$ cat config.mk
export PLATFORM = sky130hd
export DESIGN_NAME = tile_min_max_mean_variance
export DESIGN_NICKNAME = d
export VERILOG_FILES = /design/src/tmmv_pkg.sv /design/src/tmmv_front.sv /design/src/tmmv_queue.sv /design/src/tmmv_back.sv /design/src/tile_min_max_mean_variance.sv
export SDC_FILE = /design/constraint.sdc
export NUM_CORES = 1
export LEC_CHECK = 0
export BUFFER_PORTS_ARGS = -buffer_cell sky130_fd_sc_hd__buf_4
export CAP_MARGIN = 0
export CORE_ASPECT_RATIO = 1.1
export CORE_MARGIN = 2
export CORE_UTILIZATION = 65
export CTS_CLUSTER_DIAMETER = 50
export DETAILED_ROUTE_END_ITERATION = 16
export GPL_ROUTABILITY_DRIVEN = 0
export PLACE_DENSITY_LB_ADDON = 0.25
export SYNTH_ARGS = -nofsm -noshare
export SYNTH_HDL_FRONTEND = slang
export SYNTH_SLANG_ARGS = --single-unit
export TNS_END_PERCENT = 5
$ cat constraint.sdc
create_clock -name clk -period 15.05 [get_ports clk]
set_input_delay 2.2575 -clock clk [delete_from_list [all_inputs] [get_ports clk]]
set_output_delay 2.2575 -clock clk [all_outputs]
set_load 0.02 [all_outputs]
$ cat src/tmmv_pkg.sv
// Shared widths, constants and record types for the tile statistics block.
// Used by the front end, the item queue and the statistics back end.
package tmmv_pkg;

    localparam int PIX_W      = 8;
    localparam int COORD_W    = 12;
    localparam int FRAME_W    = 8;
    localparam int TILE_TAG_W = 16;
    localparam int SQ_W       = 2 * PIX_W;
    localparam int SUM_W      = 16;
    localparam int SUMSQ_W    = 24;
    localparam int COUNT_W    = 7;
    localparam int MEAN_SHIFT = 6;
    localparam int SQS_W      = SUMSQ_W - MEAN_SHIFT;
    localparam int VAR_W      = 16;
    localparam int QUEUE_DEPTH = 2;

    // One classified pixel, handed from the front end to the back end.
    typedef struct packed {
        logic [PIX_W-1:0]      pixel;
        logic [SQ_W-1:0]       square;
        logic                  bank;
        logic                  last;
        logic [FRAME_W-1:0]    frame;
        logic [TILE_TAG_W-1:0] tile;
    } tmmv_item_t;

    // Completed tile figures before the variance subtraction.
    typedef struct packed {
        logic [PIX_W-1:0]      min_val;
        logic [PIX_W-1:0]      max_val;
        logic [PIX_W-1:0]      mean;
        logic [SQS_W-1:0]      sqs;
        logic [FRAME_W-1:0]    frame;
        logic [TILE_TAG_W-1:0] tile;
    } tmmv_tile_t;

endpackage

$ cat src/tmmv_front.sv
// Front end: accepts pixel beats, finds the tile position and bank and squares the pixel.
// Two elastic stages; depends on tmmv_pkg.
module tmmv_front #(
    parameter int TILE_W          = 8,
    parameter int TILE_H          = 8,
    parameter int BANK_SELECT_BIT = 3
) (
    input  logic                             clk,
    input  logic                             rst_n,
    input  logic                             pixel_valid,
    output logic                             pixel_ready,
    input  logic [tmmv_pkg::PIX_W-1:0]       pixel_value,
    input  logic [tmmv_pkg::COORD_W-1:0]     x_coord,
    input  logic [tmmv_pkg::COORD_W-1:0]     y_coord,
    input  logic [tmmv_pkg::FRAME_W-1:0]     frame_number,
    input  logic [tmmv_pkg::TILE_TAG_W-1:0]  tile_number,
    output logic                             item_valid,
    input  logic                             item_ready,
    output tmmv_pkg::tmmv_item_t             item
);
    import tmmv_pkg::*;

    // Reciprocal constants: floor(c * R >> S) equals c / TILE for every 12-bit c.
    localparam int SHIFT_X = COORD_W + $clog2(TILE_W);
    localparam int SHIFT_Y = COORD_W + $clog2(TILE_H);
    localparam int RECIP_W = COORD_W + 1;
    localparam int PROD_W  = COORD_W + RECIP_W;
    localparam int RECIP_X = (2 ** SHIFT_X + TILE_W - 1) / TILE_W;
    localparam int RECIP_Y = (2 ** SHIFT_Y + TILE_H - 1) / TILE_H;

    logic                  a_valid_reg, a_valid_next;
    logic [PIX_W-1:0]      a_pixel_reg;
    logic [COORD_W-1:0]    a_x_reg;
    logic [COORD_W-1:0]    a_y_reg;
    logic [COORD_W-1:0]    a_qx_reg;
    logic [COORD_W-1:0]    a_qy_reg;
    logic [FRAME_W-1:0]    a_frame_reg;
    logic [TILE_TAG_W-1:0] a_tile_reg;

    logic                  b_valid_reg, b_valid_next;
    tmmv_item_t            b_item_reg, b_item_next;

    logic                  a_ready, b_ready;
    logic [PROD_W-1:0]     x_prod, y_prod;
    logic [COORD_W-1:0]    x_base, y_base, x_rem, y_rem;

    // Stage handshakes: a stage takes a beat when empty or draining.
    assign b_ready     = !b_valid_reg || item_ready;
    assign a_ready     = !a_valid_reg || b_ready;
    assign pixel_ready = a_ready;
    assign item_valid  = b_valid_reg;
    assign item        = b_item_reg;

    // Quotients by the tile size through reciprocal multiplication.
    assign x_prod = PROD_W'(x_coord) * PROD_W'(RECIP_X);
    assign y_prod = PROD_W'(y_coord) * PROD_W'(RECIP_Y);

    // Remainders, last-pixel test, bank choice and the pixel square.
    always_comb
    begin
        x_base = a_qx_reg * COORD_W'(TILE_W);
        y_base = a_qy_reg * COORD_W'(TILE_H);
        x_rem  = a_x_reg - x_base;
        y_rem  = a_y_reg - y_base;
        b_item_next.pixel  = a_pixel_reg;
        b_item_next.square = SQ_W'(a_pixel_reg) * SQ_W'(a_pixel_reg);
        b_item_next.bank   = a_x_reg[BANK_SELECT_BIT];
        b_item_next.last   = (x_rem == COORD_W'(TILE_W - 1)) &&
                             (y_rem == COORD_W'(TILE_H - 1));
        b_item_next.frame  = a_frame_reg;
        b_item_next.tile   = a_tile_reg;
    end

    // Valid flags for both stages.
    always_comb
    begin
        a_valid_next = a_ready ? pixel_valid : a_valid_reg;
        b_valid_next = b_ready ? a_valid_reg : b_valid_reg;
    end

    always_ff @(posedge clk or negedge rst_n)
    begin
        if (!rst_n)
        begin
            a_valid_reg <= 1'b0;
            b_valid_reg <= 1'b0;
        end
        else
        begin
            a_valid_reg <= a_valid_next;
            b_valid_reg <= b_valid_next;
        end
    end

    // Payload registers of both stages.
    always_ff @(posedge clk)
    begin
        if (a_ready && pixel_valid)
        begin
            a_pixel_reg <= pixel_value;
            a_x_reg     <= x_coord;
            a_y_reg     <= y_coord;
            a_qx_reg    <= COORD_W'(x_prod >> SHIFT_X);
            a_qy_reg    <= COORD_W'(y_prod >> SHIFT_Y);
            a_frame_reg <= frame_number;
            a_tile_reg  <= tile_number;
        end
        if (b_ready && a_valid_reg)
        begin
            b_item_reg <= b_item_next;
        end
    end

endmodule

$ cat src/tmmv_queue.sv
// Two-entry queue that decouples the front end from the statistics back end.
// Depends on tmmv_pkg for the item record.
module tmmv_queue (
    input  logic                 clk,
    input  logic                 rst_n,
    input  logic                 push_valid,
    output logic                 push_ready,
    input  tmmv_pkg::tmmv_item_t push_item,
    output logic                 pop_valid,
    input  logic                 pop_ready,
    output tmmv_pkg::tmmv_item_t pop_item
);
    import tmmv_pkg::*;

    localparam int PTR_W = $clog2(QUEUE_DEPTH);
    localparam int CNT_W = $clog2(QUEUE_DEPTH + 1);

    tmmv_item_t         entry_reg [QUEUE_DEPTH];
    logic [PTR_W-1:0]   wr_ptr_reg, wr_ptr_next;
    logic [PTR_W-1:0]   rd_ptr_reg, rd_ptr_next;
    logic [CNT_W-1:0]   count_reg, count_next;
    logic               push, pop;

    assign push_ready = count_reg != CNT_W'(QUEUE_DEPTH);
    assign pop_valid  = count_reg != '0;
    assign pop_item   = entry_reg[rd_ptr_reg];
    assign push       = push_valid && push_ready;
    assign pop        = pop_valid && pop_ready;

    // Pointer and fill count bookkeeping.
    always_comb
    begin
        wr_ptr_next = push ? PTR_W'(wr_ptr_reg + 1'b1) : wr_ptr_reg;
        rd_ptr_next = pop ? PTR_W'(rd_ptr_reg + 1'b1) : rd_ptr_reg;
        count_next  = count_reg;
        if (push && !pop)
        begin
            count_next = CNT_W'(count_reg + 1'b1);
        end
        else if (pop && !push)
        begin
            count_next = CNT_W'(count_reg - 1'b1);
        end
    end

    always_ff @(posedge clk or negedge rst_n)
    begin
        if (!rst_n)
        begin
            wr_ptr_reg <= '0;
            rd_ptr_reg <= '0;
            count_reg  <= '0;
        end
        else
        begin
            wr_ptr_reg <= wr_ptr_next;
            rd_ptr_reg <= rd_ptr_next;
            count_reg  <= count_next;
        end
    end

    // Entry storage.
    always_ff @(posedge clk)
    begin
        if (push)
        begin
            entry_reg[wr_ptr_reg] <= push_item;
        end
    end

endmodule

$ cat src/tmmv_back.sv
// Back end: two accumulator banks, tile completion and the variance output stage.
// Depends on tmmv_pkg for widths and record types.
module tmmv_back (
    input  logic                             clk,
    input  logic                             rst_n,
    input  logic                             item_valid,
    output logic                             item_ready,
    input  tmmv_pkg::tmmv_item_t             item,
    output logic                             result_valid,
    input  logic                             result_ready,
    output logic [tmmv_pkg::PIX_W-1:0]       min_value,
    output logic [tmmv_pkg::PIX_W-1:0]       max_value,
    output logic [tmmv_pkg::PIX_W-1:0]       mean_value,
    output logic [tmmv_pkg::VAR_W-1:0]       variance_value,
    output logic [tmmv_pkg::TILE_TAG_W-1:0]  tile_number_out,
    output logic [tmmv_pkg::FRAME_W-1:0]     frame_number_out
);
    import tmmv_pkg::*;

    logic [PIX_W-1:0]   min_reg   [2];
    logic [PIX_W-1:0]   max_reg   [2];
    logic [SUM_W-1:0]   sum_reg   [2];
    logic [SUMSQ_W-1:0] sumsq_reg [2];
    logic [COUNT_W-1:0] count_reg [2];

    logic [PIX_W-1:0]   min_next, max_next;
    logic [SUM_W-1:0]   sum_next;
    logic [SUMSQ_W-1:0] sumsq_next;
    logic [COUNT_W-1:0] count_next;
    logic               fresh, fire;

    logic               s1_valid_reg, s1_valid_next;
    tmmv_tile_t         s1_reg, s1_next;
    logic               s1_ready, out_ready;

    logic               result_valid_reg, result_valid_next;
    logic [SQ_W-1:0]    mean_sq;
    logic [SQS_W-1:0]   var_full;

    // A non-final beat never waits; a final beat waits for room in the tile stage.
    assign out_ready  = !result_valid_reg || result_ready;
    assign s1_ready   = !s1_valid_reg || out_ready;
    assign item_ready = !item.last || s1_ready;
    assign fire       = item_valid && item_ready;

    // Bank update for the selected tile column.
    always_comb
    begin
        fresh      = count_reg[item.bank] == '0;
        min_next   = (fresh || item.pixel < min_reg[item.bank]) ? item.pixel
                                                                : min_reg[item.bank];
        max_next   = (fresh || item.pixel > max_reg[item.bank]) ? item.pixel
                                                                : max_reg[item.bank];
        sum_next   = (fresh ? '0 : sum_reg[item.bank]) + SUM_W'(item.pixel);
        sumsq_next = (fresh ? '0 : sumsq_reg[item.bank]) + SUMSQ_W'(item.square);
        count_next = item.last ? '0 : COUNT_W'(count_reg[item.bank] + 1'b1);
    end

    always_ff @(posedge clk or negedge rst_n)
    begin
        if (!rst_n)
        begin
            count_reg[0] <= '0;
            count_reg[1] <= '0;
        end
        else if (fire)
        begin
            count_reg[item.bank] <= count_next;
        end
    end

    always_ff @(posedge clk)
    begin
        if (fire)
        begin
            min_reg[item.bank]   <= min_next;
            max_reg[item.bank]   <= max_next;
            sum_reg[item.bank]   <= sum_next;
            sumsq_reg[item.bank] <= sumsq_next;
        end
    end

    // Tile stage: capture the figures of a completed tile.
    always_comb
    begin
        s1_next.min_val = min_next;
        s1_next.max_val = max_next;
        s1_next.mean    = PIX_W'(sum_next >> MEAN_SHIFT);
        s1_next.sqs     = SQS_W'(sumsq_next >> MEAN_SHIFT);
        s1_next.frame   = item.frame;
        s1_next.tile    = item.tile;
        s1_valid_next   = (fire && item.last) ? 1'b1 :
                          (out_ready ? 1'b0 : s1_valid_reg);
    end

    // Output stage: squared mean and floored difference.
    always_comb
    begin
        mean_sq  = SQ_W'(s1_reg.mean) * SQ_W'(s1_reg.mean);
        var_full = (s1_reg.sqs > SQS_W'(mean_sq)) ? SQS_W'(s1_reg.sqs - SQS_W'(mean_sq))
                                                  : '0;
        result_valid_next = (s1_valid_reg && out_ready) ? 1'b1 :
                            (result_ready ? 1'b0 : result_valid_reg);
    end

    always_ff @(posedge clk or negedge rst_n)
    begin
        if (!rst_n)
        begin
            s1_valid_reg     <= 1'b0;
            result_valid_reg <= 1'b0;
        end
        else
        begin
            s1_valid_reg     <= s1_valid_next;
            result_valid_reg <= result_valid_next;
        end
    end

    always_ff @(posedge clk)
    begin
        if (fire && item.last)
        begin
            s1_reg <= s1_next;
        end
        if (s1_valid_reg && out_ready)
        begin
            min_value        <= s1_reg.min_val;
            max_value        <= s1_reg.max_val;
            mean_value       <= s1_reg.mean;
            variance_value   <= VAR_W'(var_full);
            tile_number_out  <= s1_reg.tile;
            frame_number_out <= s1_reg.frame;
        end
    end

    assign result_valid = result_valid_reg;

endmodule

$ cat src/tile_min_max_mean_variance.sv
// Tile statistics top level: min, max, mean and variance per tile of a pixel stream.
// A tile's last pixel beat passes the two front-end stages, the queue register, the tile
// stage and the output stage. Throughput: one pixel beat per cycle when nothing stalls;
// the bank update reads and writes a bank in the same cycle.
// Reset clears all valid flags, the queue pointers and both bank counts; no clearing pass.
module tile_min_max_mean_variance #(
    parameter int TILE_W          = 8,
    parameter int TILE_H          = 8,
    parameter int BANK_SELECT_BIT = 3
) (
    input  logic                             clk,
    input  logic                             rst_n,
    input  logic                             pixel_valid,
    output logic                             pixel_ready,
    input  logic [tmmv_pkg::PIX_W-1:0]       pixel_value,
    input  logic [tmmv_pkg::COORD_W-1:0]     x_coord,
    input  logic [tmmv_pkg::COORD_W-1:0]     y_coord,
    input  logic [tmmv_pkg::FRAME_W-1:0]     frame_number,
    input  logic [tmmv_pkg::TILE_TAG_W-1:0]  tile_number,
    output logic                             result_valid,
    input  logic                             result_ready,
    output logic [tmmv_pkg::PIX_W-1:0]       min_value,
    output logic [tmmv_pkg::PIX_W-1:0]       max_value,
    output logic [tmmv_pkg::PIX_W-1:0]       mean_value,
    output logic [tmmv_pkg::VAR_W-1:0]       variance_value,
    output logic [tmmv_pkg::TILE_TAG_W-1:0]  tile_number_out,
    output logic [tmmv_pkg::FRAME_W-1:0]     frame_number_out
);
    import tmmv_pkg::*;

    logic       fe_valid, fe_ready;
    tmmv_item_t fe_item;
    logic       be_valid, be_ready;
    tmmv_item_t be_item;

    // Classification front end.
    tmmv_front #(
        .TILE_W          (TILE_W),
        .TILE_H          (TILE_H),
        .BANK_SELECT_BIT (BANK_SELECT_BIT)
    ) u_front (
        .clk          (clk),
        .rst_n        (rst_n),
        .pixel_valid  (pixel_valid),
        .pixel_ready  (pixel_ready),
        .pixel_value  (pixel_value),
        .x_coord      (x_coord),
        .y_coord      (y_coord),
        .frame_number (frame_number),
        .tile_number  (tile_number),
        .item_valid   (fe_valid),
        .item_ready   (fe_ready),
        .item         (fe_item)
    );

    // Decoupling queue.
    tmmv_queue u_queue (
        .clk        (clk),
        .rst_n      (rst_n),
        .push_valid (fe_valid),
        .push_ready (fe_ready),
        .push_item  (fe_item),
        .pop_valid  (be_valid),
        .pop_ready  (be_ready),
        .pop_item   (be_item)
    );

    // Accumulation and result back end.
    tmmv_back u_back (
        .clk              (clk),
        .rst_n            (rst_n),
        .item_valid       (be_valid),
        .item_ready       (be_ready),
        .item             (be_item),
        .result_valid     (result_valid),
        .result_ready     (result_ready),
        .min_value        (min_value),
        .max_value        (max_value),
        .mean_value       (mean_value),
        .variance_value   (variance_value),
        .tile_number_out  (tile_number_out),
        .frame_number_out (frame_number_out)
    );

endmodule

==> results.sh, run 1 <==
export IMPL_totalNegativeSetupSlack_ns=0
export IMPL_cp_cell_sequence="and2_1, fa_1, fa_1, inv_1, fa_1, fa_1, inv_1, ha_1, nor3_1, nor2_1, a31o_2, a21o_1, a21o_1, o31ai_1, xnor2_1, ha_1, and4_1, nand3_1, and3_1, a21oi_2, nor3_1"
export IMPL_maxSlewViolCount=0
export IMPL_critPathLaunch="u_back.s1_reg[43]"
export IMPL_async_reset_ff_frac=0.04966
export IMPL_cts_hold_repair_buffers=0
export IMPL_grtUsageTotal=0.2277
export IMPL_post_cts_resized=0
export IMPL_final_net_count=1864
export IMPL_worst_endpoint_required_ns=15.30
export IMPL_synth_flop_cell="edfxtp_1"
export IMPL_area_growth_pct=13.16
export IMPL_ys_types=67
export IMPL_drt_first_iter_violations=881
export IMPL_post_synth_inst_count=1508
export IMPL_clkSinkCount=443
export IMPL_postPlaceCellArea_mm2=0.02240
export IMPL_grt_pass1_wl_um=60660
export IMPL_floorplan_initialDensity=0.6576
export IMPL_rsz_0062_raised_after_global_routing="no"
export IMPL_setup_violations=0
export IMPL_via_count=12160
export IMPL_reg_to_reg_start="u_back.s1_reg[43]"
export IMPL_synth_area_leader_cell="edfxtp_1"
export IMPL_drc_errors=0
export IMPL_synth_enable_flop_cells=421
export IMPL_layout_min_cycle_time_ns=6.574
export IMPL_place_hpwl_um=24460
export IMPL_outcome="completed"
export IMPL_grt_overflow_total=0
export IMPL_num_antenna_cells=0
export IMPL_first_global_vias=12640
export IMPL_critPathMaxStageDelay_ns=0.57
export IMPL_largest_register_ffs=96
export IMPL_min_delay_path_class="reg2reg"
export IMPL_synth_avg_cell_area_um2=14.00
export IMPL_post_route_util=0.7442
export IMPL_synthesis_yosys_warnings=0
export IMPL_drt_pass1_iter_count=5
export IMPL_tritoncts_clock_tree="built"
export IMPL_endpoint_kind="flip-flop"
export IMPL_via_to_cell_ratio=5.797
export IMPL_cp_common_cell="fa_1"
export IMPL_worst_r2r_cell_count=21
export IMPL_worstPathArrival_ns=6.83
export IMPL_total_cts_buffers=44
export IMPL_slew_headroom=0.3466
export IMPL_nets_in_the_synthesized_netlist=1735
export IMPL_post_route_period_util=0.4368
export IMPL_die_x_um=175.9
export IMPL_reg2reg_setup_slack_ns=8.48
export IMPL_clk_path_buf_depth=3
export IMPL_cts_setup_buffers=0
export IMPL_register_clock_pin_slew_on_the_reported_worst_setup_and_hold_paths_ns=0.06
export IMPL_fin_worst_skew_ns=0.02029
export IMPL_number_of_hold_violations_in_the_final_report=0
export IMPL_crit_slowest_cell="edfxtp_1"
export IMPL_synth_common_cells="edfxtp_1 (421), nand2_1 (126), ha_1 (116), inv_1 (114), a21oi_1 (83)"
export IMPL_worst_setup_path_type="reg2reg"
export IMPL_yosysTopAreaCellShare=0.5986
export IMPL_core_area_mm2=0.03212
export IMPL_drv_max_cap_violation_count=0
export IMPL_port_buffers=108
export IMPL_regToRegEndpoint="u_back.variance_value[13]"
export IMPL_routedWlPerCell_um=18.00
export IMPL_num_rows=69
export IMPL_achievable_frequency_ghz=0.1521
export IMPL_timing_critical_path_from_type="flip-flop"
export IMPL_grt_antenna_before_repair=0
export IMPL_cts_htree_levels=2
export IMPL_ys_seq_area_frac=0.6247
export IMPL_synth_top_cells_by_area="edfxtp_1 (60%), ha_1 (6.9%), fa_1 (4.8%), dfrtp_1 (2.6%), mux2i_1 (2.4%)"
export IMPL_critical_path_endpoint="u_back.variance_value[13]"
export IMPL_finalWirelength_um=37770
export IMPL_floorplan_die_height_um=193.1
export IMPL_boundaryPins=126
export IMPL_die_area_mm2=0.03395
export IMPL_synth_ff_latch_count=443
export IMPL_worstPathMaxFanout=15
export IMPL_drive_gt1_frac=0.1519
export IMPL_pin_count_of_the_biggest_net_entering_global_routing=65
export IMPL_clock_latency_ns=0.56
export IMPL_finalHoldWorstSlack_ns=0.4114
export IMPL_post_route_cell_area_mm2=0.02390
export IMPL_timing_worst_slew_pin_value_ns=0.9802
export IMPL_ant_nets=0
export IMPL_cts_root_buf="clkbuf_16"
export IMPL_netlist_area_mm2=0.02112
export IMPL_yosys_cell_count_top_type="edfxtp_1"
## kinds of logic after synthesis
| logic type | synth area share |
|---|---|
| multiplexers | 0.05077 |
| AO/OA/AOI/OAI | 0.06902 |
| buffers and inverters | 0.02790 |
| adder cells (fa/ha/maj) | 0.1171 |
| AND/OR/NAND/NOR | 0.08028 |
| XOR/XNOR | 0.03027 |
| flip-flops | 0.6247 |
## worst min path at each step
stage	startpoint	to	slack, ns	cells past startpoint
after detailed placement	u_front.a_frame_reg[2]	u_front.item[18]	0.40	0
after global routing	u_back.s1_reg[20]	u_back.frame_number_out[4]	0.42	0
after global placement	u_back.s1_reg[12]	u_back.tile_number_out[12]	0.40	0
final	u_front.a_x_reg[3]	u_front.item[25]	0.41	0
after CTS	u_front.a_x_reg[3]	u_front.item[25]	0.41	0
after floorplan	u_back.s1_reg[16]	u_back.frame_number_out[0]	0.40	0
## layout by cell type (no fill, tap or decap), drive strengths merged, types with 9 or more instances in the layout
cell type and n:
buf 117, clkbuf 54, edfxtp 421, fa 51, o31ai 9, o21a 13, dfrtp 22, nor2 63
nand2 126, and2 39, mux2 47, o21ai 39, nor2b 10, xnor2 45, and3 14, mux2i 52
nand3 28, a21oi 87, nand2b 19, nor3 22, inv 118, a21o 26, xor2 28, a31oi 9
ha 116, clkinv 15
## stage by stage
step	setup WS [ns]	instances
6_report	8.476	2098
5_1_grt	8.168	2098
4_1_cts	8.455	2098
3_5_place_dp	8.460	2017
3_3_place_gp	8.579	2017
2_1_floorplan	9.120	1508
## worst max-delay path: cells and delay by family (launching register included)
family,cells,cell delay [ns]
compound gates,5,1.37
simple gates,7,1.24
buf+inv,2,0.10
xor+xnor,1,0.15
fa+ha+maj,6,2.84
flops,1,0.57
## layer usage
layer / up-vias / wire length [um] / GRT usage
met2: 308 / 19580 / 0.4194
met1: 5998 / 15220 / 0.2670
li1: 5765 / - / -
met5: - / 0 / 0
met4: 0 / 1324 / 0.09313
met3: 92 / 1638 / 0.03725
## cell type report
| class | instances | area [um^2] |
|---|---|---|
| Fill cell | 1997 | 8217 |
| Sequential cell | 443 | 13190 |
| Clock inverter | 27 | 317.8 |
| Inverter | 114 | 427.9 |
| Clock buffer | 54 | 1181 |
| Timing Repair Buffer | 117 | 878.3 |
| Tap cell | 426 | 533.0 |
| Multi-Input combinational cell | 917 | 7367 |
Power of run 1 is left out: the tool's default activity adds up to more than one toggle a clock period on the data nets, which glitch-free logic cannot reach.
==> inputs of run 2 (changes only) <==
- ABC_AREA: default -> 1
- CORE_UTILIZATION: 65 -> 61
- clock period: 15.05 -> 6.4 ns (I/O delays scaled with it)
==> run 2 against run 1 <==
- design area rose by 0.40%
- utilization shrank 4.3 points
- critical path type unchanged
- routed wire length up 2.7%
==> results.sh, run 2 <==
export IMPL_outcome="completed"
export IMPL_worst_endpoint_required_ns=6.68
export IMPL_die_area_mm2=0.03614
export IMPL_synth_flop_cell="edfxtp_1"
export IMPL_maxSlewViolCount=0
export IMPL_num_antenna_cells=0
export IMPL_drt_first_iter_violations=893
export IMPL_boundaryPins=126
export IMPL_grt_overflow_total=0
export IMPL_floorplan_initialDensity=0.6178
export IMPL_min_delay_path_class="in2async"
export IMPL_highest_signal_layer="met4"
export IMPL_finalWirelength_um=38770
export IMPL_yosys_cell_count_top_type="nand2_1"
export IMPL_post_synth_inst_count=1790
export IMPL_final_net_count=2141
export IMPL_synthesis_yosys_warnings=0
export IMPL_drv_max_cap_violation_count=0
export IMPL_number_of_hold_violations_in_the_final_report=0
export IMPL_num_rows=71
export IMPL_layout_cells_most_common_list="nand2_1 (475), edfxtp_1 (421), inv_1 (204), buf_4 (121), ha_1 (116)"
export IMPL_routedWlPerCell_um=16.23
export IMPL_reg_to_reg_start="u_back.s1_reg[49]"
export IMPL_fin_worst_skew_ns=0.03044
export IMPL_worst_r2r_cell_count=21
export IMPL_first_global_vias=13350
export IMPL_cts_root_buf="clkbuf_16"
export IMPL_clock_latency_ns=0.57
export IMPL_drc_errors=0
export IMPL_totalNegativeSetupSlack_ns=0
export IMPL_critPathLaunch="u_back.s1_reg[49]"
export IMPL_grtUsageTotal=0.2239
export IMPL_register_clock_pin_slew_on_the_reported_worst_setup_and_hold_paths_ns=0.06
export IMPL_port_buffers=108
export IMPL_clkSinkCount=443
export IMPL_async_reset_ff_frac=0.04966
export IMPL_drive_gt1_frac=0.1199
export IMPL_met3_length_um=1641
export IMPL_regToRegEndpoint="u_back.variance_value[13]"
export IMPL_floorplan_die_height_um=199.2
export IMPL_timing_worst_slew_pin_value_ns=1.153
export IMPL_clk_path_buf_depth=3
export IMPL_area_growth_pct=13.57
export IMPL_ys_seq_area_frac=0.6244
export IMPL_synth_ff_latch_count=443
export IMPL_ant_nets=0
export IMPL_worstPathArrival_ns=6.17
export IMPL_yosysTopAreaCellShare=0.5983
export IMPL_num_fill_cells=2272
export IMPL_worstPathMaxFanout=14
export IMPL_rsz_0062_raised_after_global_routing="no"
export IMPL_worst_setup_path_type="reg2reg"
export IMPL_synth_top_cells_by_area="edfxtp_1 (60%), nand2_1 (8.4%), ha_1 (6.9%), fa_1 (4.8%), inv_1 (3.7%)"
export IMPL_endpoint_kind="flip-flop"
export IMPL_via_to_cell_ratio=5.432
export IMPL_grt_antenna_before_repair=0
export IMPL_timing_critical_path_from_type="flip-flop"
export IMPL_netlist_area_mm2=0.02113
export IMPL_largest_register_ffs=96
export IMPL_setup_violations=0
export IMPL_achievable_frequency_ghz=0.1699
export IMPL_detail_route_wirelength_met1_um=16120
export IMPL_synth_avg_cell_area_um2=11.80
export IMPL_layout_cells_most_common="nand2_1"
export IMPL_layout_min_cycle_time_ns=5.886
export IMPL_drt_pass1_iter_count=5
export IMPL_core_area_mm2=0.03420
export IMPL_die_x_um=181.5
export IMPL_pin_count_of_the_biggest_net_entering_global_routing=65
export IMPL_total_cts_buffers=45
export IMPL_place_hpwl_um=25710
export IMPL_cts_hold_repair_buffers=0
export IMPL_cts_htree_levels=2
export IMPL_post_cts_resized=0
export IMPL_grt_pass1_wl_um=64580
export IMPL_met2_length_um=19900
export IMPL_cts_setup_buffers=0
export IMPL_slew_headroom=0.2295
export IMPL_via_count=12980
export IMPL_synth_area_leader_cell="edfxtp_1"
export IMPL_tritoncts_clock_tree="built"
export IMPL_post_route_period_util=0.9198
export IMPL_reg2reg_setup_slack_ns=0.51
export IMPL_ys_types=49
export IMPL_synth_enable_flop_cells=421
export IMPL_nets_in_the_synthesized_netlist=2017
export IMPL_synth_common_cells="nand2_1 (475), edfxtp_1 (421), inv_1 (206), ha_1 (116), a21oi_1 (101)"
run 2: changes by cell type after synthesis, moves of 22 or more:
cell / change
inv_1: +92
and2_1: -37
a21o_1: -22
mux2_2: -41
nand2_1: +349
mux2i_1: -37
run 2: how the worst max path moves through the flow:
stage                                endpoint  slack, ns  depth (start not counted)
finish              u_back.variance_value[13]       0.51                         21
global route        u_back.variance_value[15]       0.05                         21
CTS                 u_back.variance_value[13]       0.55                         21
detailed placement   u_back.variance_value[1]       0.58                         21
global placement    u_back.variance_value[15]       0.67                         21
floorplan           u_back.variance_value[15]       1.04                         23
run 2: through the flow:
step	hold slack (ns)	worst slack, ns	util	std cells	instance area, um^2
2_1_floorplan	0.4003	1.039	-	1790	21130
3_3_place_gp	0.4005	0.6692	0.6553	2305	22410
3_5_place_dp	0.4045	0.5815	0.6553	2305	22410
4_1_cts	0.2753	0.5494	0.7016	2389	24000
5_1_grt	0.2855	0.05327	0.7016	2389	24000
6_report	0.2819	0.5135	0.7016	2389	24000
run 2: cells by family (layout without fill, tap and decap cells):
family	after synthesis	in the layout	share of synthesized area
xor+xnor	70	70	0.02902
mux	15	15	0.007165
fa+ha+maj	167	167	0.1170
flops	443	443	0.6244
simple gates	641	641	0.1232
compound gates	200	200	0.05193
buf+inv	254	415	0.04731
run 2: final cells by class:
type / instances / area, um^2 / share of cell area
clock buffers: 59 / 1249 / 0.05204
clock inverters: 25 / 334.1 / 0.01392
multi-input cells: 1093 / 6975 / 0.2907
repair buffers: 121 / 908.4 / 0.03786
inverters: 210 / 788.3 / 0.03285
flip-flops and latches: 443 / 13190 / 0.5498
well taps: 438 / 548.0 / 0.02284
run 2: per-layer routing:
layer / vias up / global-route usage
met1: 6274 / 0.2765
met2: 308 / 0.4050
met5: - / 0
met3: 87 / 0.03317
met4: 0 / 0.07949
li1: 6308 / -
run 2: worst max-delay path, cell delays in order (launching register included):
cell	delay (ns)
edfxtp_1	0.54
nand2_1	0.14
fa_1	0.55
inv_1	0.07
fa_1	0.51
fa_1	0.55
inv_1	0.06
fa_1	0.52
inv_1	0.04
ha_1	0.33
nand2_1	0.09
o21ai_0	0.24
a21oi_1	0.10
o21ai_0	0.21
xnor2_1	0.16
ha_1	0.33
a31oi_1	0.18
o21ai_0	0.10
a21oi_1	0.22
o21ai_1	0.15
nand2_1	0.40
a21oi_1	0.10
Power of run 2 is left out for the same reason.
